[config.mk]
export PLATFORM = sky130hd
export DESIGN_NAME = vtcm_frac_div
export DESIGN_NICKNAME = d
export VERILOG_FILES = /design/src/sv/vtcm_pkg.sv /design/src/sv/vtcm_frac_div.sv
export SDC_FILE = /design/constraint.sdc
export NUM_CORES = 1
export LEC_CHECK = 0
export ABC_AREA = 1
export CORE_MARGIN = 4
export CORE_UTILIZATION = 55
export DETAILED_ROUTE_END_ITERATION = 8
export DONT_BUFFER_PORTS = 1
export GPL_TIMING_DRIVEN = 0
export PLACE_DENSITY = 0.71
export SETUP_SLACK_MARGIN = 0.3
export SLEW_MARGIN = 30
export SYNTH_ARGS = -nofsm -noshare
export SYNTH_HDL_FRONTEND = slang
export SYNTH_SLANG_ARGS = --single-unit
[constraint.sdc]
create_clock -name clk_i -period 4.49 [get_ports clk_i]
set_input_delay 0.898 -clock clk_i [delete_from_list [all_inputs] [get_ports clk_i]]
set_output_delay 0.898 -clock clk_i [all_outputs]
set_load 0.03 [all_outputs]
[src/sv/vtcm_pkg.sv]
// ----------------------------------------------------------------------------
// vtcm_pkg
// shared constants, codes and types of the value to color map block
// ----------------------------------------------------------------------------
package vtcm_pkg;

  // color table and value sizes
  localparam int TABLE_DEPTH = 256;
  localparam int VALUE_BITS  = 32;
  localparam int AW          = $clog2(TABLE_DEPTH);
  localparam int VW          = VALUE_BITS;
  localparam int DW          = VW + 2;          // width of value differences
  localparam int CW          = 24;              // packed rgb color
  localparam int MS_BITS     = 9;               // map size register

  // q0.16 fraction, one integer bit so that 1.0 fits
  localparam int FB          = 16;
  localparam int TW          = FB + 1;
  localparam int XW          = TW + AW;         // table position, q.16
  localparam logic [TW-1:0] T_ONE  = TW'(65536);
  localparam logic [TW-1:0] T_HALF = TW'(32768);

  localparam logic signed [VW-1:0] V_MAX = {1'b0, {(VW-1){1'b1}}};
  localparam logic signed [VW-1:0] V_MIN = {1'b1, {(VW-1){1'b0}}};

  typedef enum logic [1:0] {
    OP_LOAD  = 2'd0,
    OP_SCAN  = 2'd1,
    OP_COLOR = 2'd2,
    OP_CLEAR = 2'd3
  } op_e;

  typedef enum logic [2:0] {
    CFG_START    = 3'd0,
    CFG_END      = 3'd1,
    CFG_AUTO     = 3'd2,
    CFG_SYM      = 3'd3,
    CFG_ONLY_SEL = 3'd4,
    CFG_MAP_SIZE = 3'd5
  } cfg_idx_e;

  typedef enum logic [3:0] {
    S_IDLE,
    S_RANGE,
    S_DIFF,
    S_FRAC,
    S_RD0,
    S_RD1,
    S_RD2,
    S_BLEND,
    S_OUT
  } state_e;

  typedef enum logic [1:0] {
    F_IDLE,
    F_PREP,
    F_CMP,
    F_DIV
  } frac_state_e;

  typedef struct packed {
    logic          done;
    logic [TW-1:0] t;
  } frac_res_t;

endpackage

[src/sv/vtcm_frac_div.sv]
// ----------------------------------------------------------------------------
// vtcm_frac_div
// clamped fraction num/den as q0.16, radix-2 restoring divider
// ----------------------------------------------------------------------------
module vtcm_frac_div (
  input  logic                           clk_i,
  input  logic                           rst_ni,
  input  logic                           start_i,
  input  logic signed [vtcm_pkg::DW-1:0] num_i,
  input  logic signed [vtcm_pkg::DW-1:0] den_i,
  output vtcm_pkg::frac_res_t            res_o
);
  import vtcm_pkg::*;

  localparam int MW = DW - 1;   // magnitude width
  localparam int NW = $clog2(FB);

  frac_state_e state_q, state_d;
  logic signed [DW-1:0] num_q, num_d, den_q, den_d;
  logic signed [DW-1:0] num_abs, den_abs;
  logic [MW-1:0] rem_q, rem_d, dvs_q, dvs_d;
  logic [MW:0]   rem_sh;
  logic [FB-1:0] quo_q, quo_d;
  logic [NW-1:0] cnt_q, cnt_d;
  logic          done_q, done_d;
  logic [TW-1:0] t_q, t_d;

  assign num_abs = num_q[DW-1] ? -num_q : num_q;
  assign den_abs = den_q[DW-1] ? -den_q : den_q;
  assign rem_sh  = {rem_q, 1'b0};

  always_comb begin
    state_d = state_q;
    num_d   = num_q;
    den_d   = den_q;
    rem_d   = rem_q;
    dvs_d   = dvs_q;
    quo_d   = quo_q;
    cnt_d   = cnt_q;
    done_d  = 1'b0;
    t_d     = t_q;
    case (state_q)
      F_IDLE: begin
        if (start_i) begin
          num_d   = num_i;
          den_d   = den_i;
          state_d = F_PREP;
        end
      end
      F_PREP: begin
        if (den_q == '0) begin
          // zero-length range: half on the point, full above, none below
          if (num_q == '0) begin
            t_d = T_HALF;
          end else if (!num_q[DW-1]) begin
            t_d = T_ONE;
          end else begin
            t_d = '0;
          end
          done_d  = 1'b1;
          state_d = F_IDLE;
        end else if (num_q == '0 || (num_q[DW-1] != den_q[DW-1])) begin
          t_d     = '0;
          done_d  = 1'b1;
          state_d = F_IDLE;
        end else begin
          rem_d   = MW'(num_abs);
          dvs_d   = MW'(den_abs);
          state_d = F_CMP;
        end
      end
      F_CMP: begin
        if (rem_q >= dvs_q) begin
          t_d     = T_ONE;
          done_d  = 1'b1;
          state_d = F_IDLE;
        end else begin
          quo_d   = '0;
          cnt_d   = '0;
          state_d = F_DIV;
        end
      end
      F_DIV: begin
        if (rem_sh >= {1'b0, dvs_q}) begin
          rem_d = MW'(rem_sh - {1'b0, dvs_q});
          quo_d = {quo_q[FB-2:0], 1'b1};
        end else begin
          rem_d = MW'(rem_sh);
          quo_d = {quo_q[FB-2:0], 1'b0};
        end
        if (cnt_q == NW'(FB-1)) begin
          t_d     = {1'b0, quo_d};
          done_d  = 1'b1;
          state_d = F_IDLE;
        end else begin
          cnt_d = cnt_q + NW'(1);
        end
      end
      default: begin
        state_d = F_IDLE;
      end
    endcase
  end

  always_ff @(posedge clk_i or negedge rst_ni) begin
    if (!rst_ni) begin
      state_q <= F_IDLE;
      done_q  <= 1'b0;
      cnt_q   <= '0;
    end else begin
      state_q <= state_d;
      done_q  <= done_d;
      cnt_q   <= cnt_d;
    end
  end

  always_ff @(posedge clk_i) begin
    num_q <= num_d;
    den_q <= den_d;
    rem_q <= rem_d;
    dvs_q <= dvs_d;
    quo_q <= quo_d;
    t_q   <= t_d;
  end

  assign res_o.done = done_q;
  assign res_o.t    = t_q;

endmodule

==> results.yml <==
outcome:
  status: "finished, final reports clean"
worst_setup_path:
  worstPathMaxFanout: 10
  crit_chain: "inv_1 > ha_1 > nand2_2 > nor2_1 > nand2_1 > nor2_1 > nand3_1 > nand2_2 > nor2_4 > nand2_4 > buf_6 > nand3_1 > nand2_1 > nand2_1"
  slowest_delay_ns: 0.43
  cp.arrival_ns: 3.07
  critPathRequiredTime_ns: 4.67
  r2r-end: "rem_q[27]"
  crit_family: "simple AND/OR/NAND/NOR gates"
  rr_worst_depth: 14
  path_class: "reg -> reg"
  start_kind: "flop"
  cp_slowest_cell: "edfxtp_1"
  startpoint: "dvs_q[29]"
  crit_path_end_kind: "flop"
  crit_buf_inv: 2
  r2r_setup_slack_ns: 1.60
  r2r_start: "dvs_q[29]"
  cpMostUsedCell: "nand2_1"
synthesis:
  yosysSeqAreaShare_pct: 43.6
  synth_flop_cell: "edfxtp_1"
  syn-num-nets: 1700
  synth_area_um2: 11800
  synthCells: 1559
  synth_cell_types: 38
  synthArstFlopShare_pct: 4.05
  ys_seq_elements: 173
  synth_warnings: 0
  synth-edff-count: 166
  syn_avg_cell_area_um2: 7.59
layout:
  instances_no_fill: 1867
  multi_input_area_um2: 5580
  syn_to_final_growth_pct: 8.31
  final_nets: 1722
  ff_latch_area_um2: 5160
  fill_cells: 1921
  diodes: 0
  drive_gt1_share_pct: 4.33
clocking:
  cts_root_buf: "clkbuf_16"
  clk_latency_ns: 0.43
  cts_setup_buffers: 0
  tritoncts: "done"
  cts_buffer_depth: 2
  holdBufCountCts: 0
  ctsResizeCount: 0
  cts.sink_count: 173
  htree_levels: 4
  cts_buffers: 17
  clk_pin_slew_worst_paths_ns: 0.07
floorplanning:
  die_w_um: 155
  die_h_um: 155
  row_count: 53
  ios: 89
  dieArea_um2: 23900
  core_area_um2: 21100
  initial_utilization_pct: 56.1
global_routing:
  grt_use_total_pct: 27.2
  antenna_found_initial: 0
  grt_pass1_wl_mm: 50.3
  grt_max_degree: 59
  first_global_vias: 9317
  grt-ovfl-total: 0
power:
  powerDensity_nw_per_um2: 736
  ir_drop_uv: 348
  leakage_nw: 6.06
  p_total_mw: 9.44
route:
  first_iter_violations: 950
  vias_per_cell: 5.33
  wirelength_mm: 31.9
  wl_per_cell_um: 17.1
  dr_total_vias: 9946
  drc: 0
  firstDrtPassIters: 5
  drtAntennaViolNets: 0
timing:
  fin_ws_ns: 1.60
  whs_ns: 0.154
  finalClockSkew_ns: 0.0146
  finalSetupTns_ns: 0
  hold_viol_final: 0
  period_share_pct: 64.3
  max_freq_ghz: 0.346
  worst_pin_slew_ns: 0.779
  setup_viol: 0
  rsz0062_at_grt: "no"
  final_max_slew_viol_count: 0
  relSlewSlack_pct: 48.0
  min_period_ns: 2.89
placement:
  gp_congestion: 0.983
  dp_cells: 1836
  io_buffers: 0
  hpwl_mm: 26.4
  dp_slack_ns: 1.50
worst_hold_path:
  hold_path.class: "in -> async"
job:
  cap_viol_max_count: 0
-- through the flow --
| stage | utilization, % | cell area, um2 |
|---|---|---|
| 3_5_place_dp | 58.1 | 12300 |
| 3_3_place_gp | 57.8 | 12200 |
| 6_report | 60.8 | 12800 |
| 2_1_floorplan | - | 11800 |
| 5_1_grt | 60.8 | 12800 |
| 4_1_cts | 60.8 | 12800 |
-- logic make-up after synthesis --
kind of cell / count (synthesis) / synth area share (%)
XOR/XNOR: 47 / 3.48
buffers and inverters: 287 / 9.36
flip-flops: 173 / 43.6
adder cells (fa/ha/maj): 70 / 7.46
AO/OA/AOI/OAI: 119 / 5.31
AND/OR/NAND/NOR: 863 / 30.8
-- report_power, final --
| part | switching (mW) | internal, mW |
|---|---|---|
| combinational | 3.37 | 1.63 |
| sequential | 0.483 | 2.54 |
| clock | 0.639 | 0.775 |
| total | 4.49 | 4.94 |
-- sequential cells by signal, indices dropped and copies added, names as in the netlist --
| signal | cells |
|---|---|
| den_q | 34 |
| rem_q | 33 |
| num_q | 34 |
| t_q | 17 |
| cnt_q | 4 |
| quo_q | 15 |
| dvs_q | 33 |
| done_q | 1 |
| state_q | 2 |
-- layer usage --
metal	track usage, %	vias to the layer above	wire, um
li1	-	5057	-
met1	40.2	4489	15000
met2	42.2	357	14000
met3	3.41	43	2130
met4	7.99	0	789
met5	0	-	0
-- synth_stat cells (2+ instances only) --
| library cell | instances | area, um2 |
|---|---|---|
| a21o_1 | 5 | 37.5 |
| nand3_1 | 120 | 601 |
| nand4_1 | 21 | 131 |
| xor2_1 | 27 | 236 |
| or2_2 | 2 | 12.5 |
| buf_6 | 2 | 22.5 |
| and2_1 | 4 | 25.0 |
| nor2_1 | 175 | 657 |
| nor2_2 | 4 | 25.0 |
| o21ai_1 | 2 | 10.0 |
| clkbuf_1 | 10 | 37.5 |
| a21oi_1 | 52 | 260 |
| clkinv_1 | 2 | 7.51 |
| o21ai_0 | 51 | 255 |
| dfrtp_1 | 7 | 175 |
| ha_1 | 69 | 863 |
| nand2_2 | 6 | 37.5 |
| buf_4 | 3 | 22.5 |
| o21bai_1 | 4 | 30.0 |
| buf_2 | 4 | 20.0 |
| buf_1 | 8 | 30.0 |
| inv_2 | 10 | 37.5 |
| nor3_1 | 11 | 55.1 |
| xnor2_1 | 20 | 175 |
| nand3b_1 | 33 | 248 |
| inv_1 | 248 | 931 |
| nand2_1 | 481 | 1810 |
| edfxtp_1 | 166 | 4980 |
| nor4_1 | 3 | 18.8 |
-- cells in the final DEF (no fill, tap or decap), types with 4 or more instances in the layout --
cell | netlist | routed
buf_1 | 8 | 8
nand3_1 | 120 | 120
nand2_1 | 481 | 481
nor2_2 | 4 | 4
xnor2_1 | 20 | 20
dfrtp_1 | 7 | 7
nor3_1 | 11 | 11
inv_1 | 248 | 246
o21ai_0 | 51 | 51
nand3b_1 | 33 | 33
and2_1 | 4 | 4
edfxtp_1 | 166 | 166
ha_1 | 69 | 69
a21oi_1 | 52 | 51
nand4_1 | 21 | 21
inv_2 | 10 | 11
a21o_1 | 5 | 5
clkbuf_16 | 0 | 17
xor2_1 | 27 | 27
o21bai_1 | 4 | 4
buf_2 | 4 | 4
nand2_2 | 6 | 6
clkbuf_1 | 10 | 11
nor2_1 | 175 | 175
-- worst max path at each step --
stage / to / slack (ns) / cells past startpoint
after global routing: quo_q[3] / 1.49 / 12
after detailed placement: t_q[4] / 1.50 / 12
final: rem_q[27] / 1.60 / 14
after global placement: rem_q[2] / 0.37 / 9
after floorplan: rem_q[0] / 1.36 / 9
after CTS: t_q[4] / 1.45 / 12
-- cell type report --
class / instances / share of cell area, %
well taps: 275 / 2.68
clock buffers: 18 / 3.35
plain buffers: 27 / 1.03
flip-flops and latches: 173 / 40.2
inverters: 260 / 7.63
multi-input cells: 1099 / 43.5
repair buffers: 3 / 0.517
clock inverters: 12 / 1.01
No activity file was read; power rests on OpenSTA's default activity.
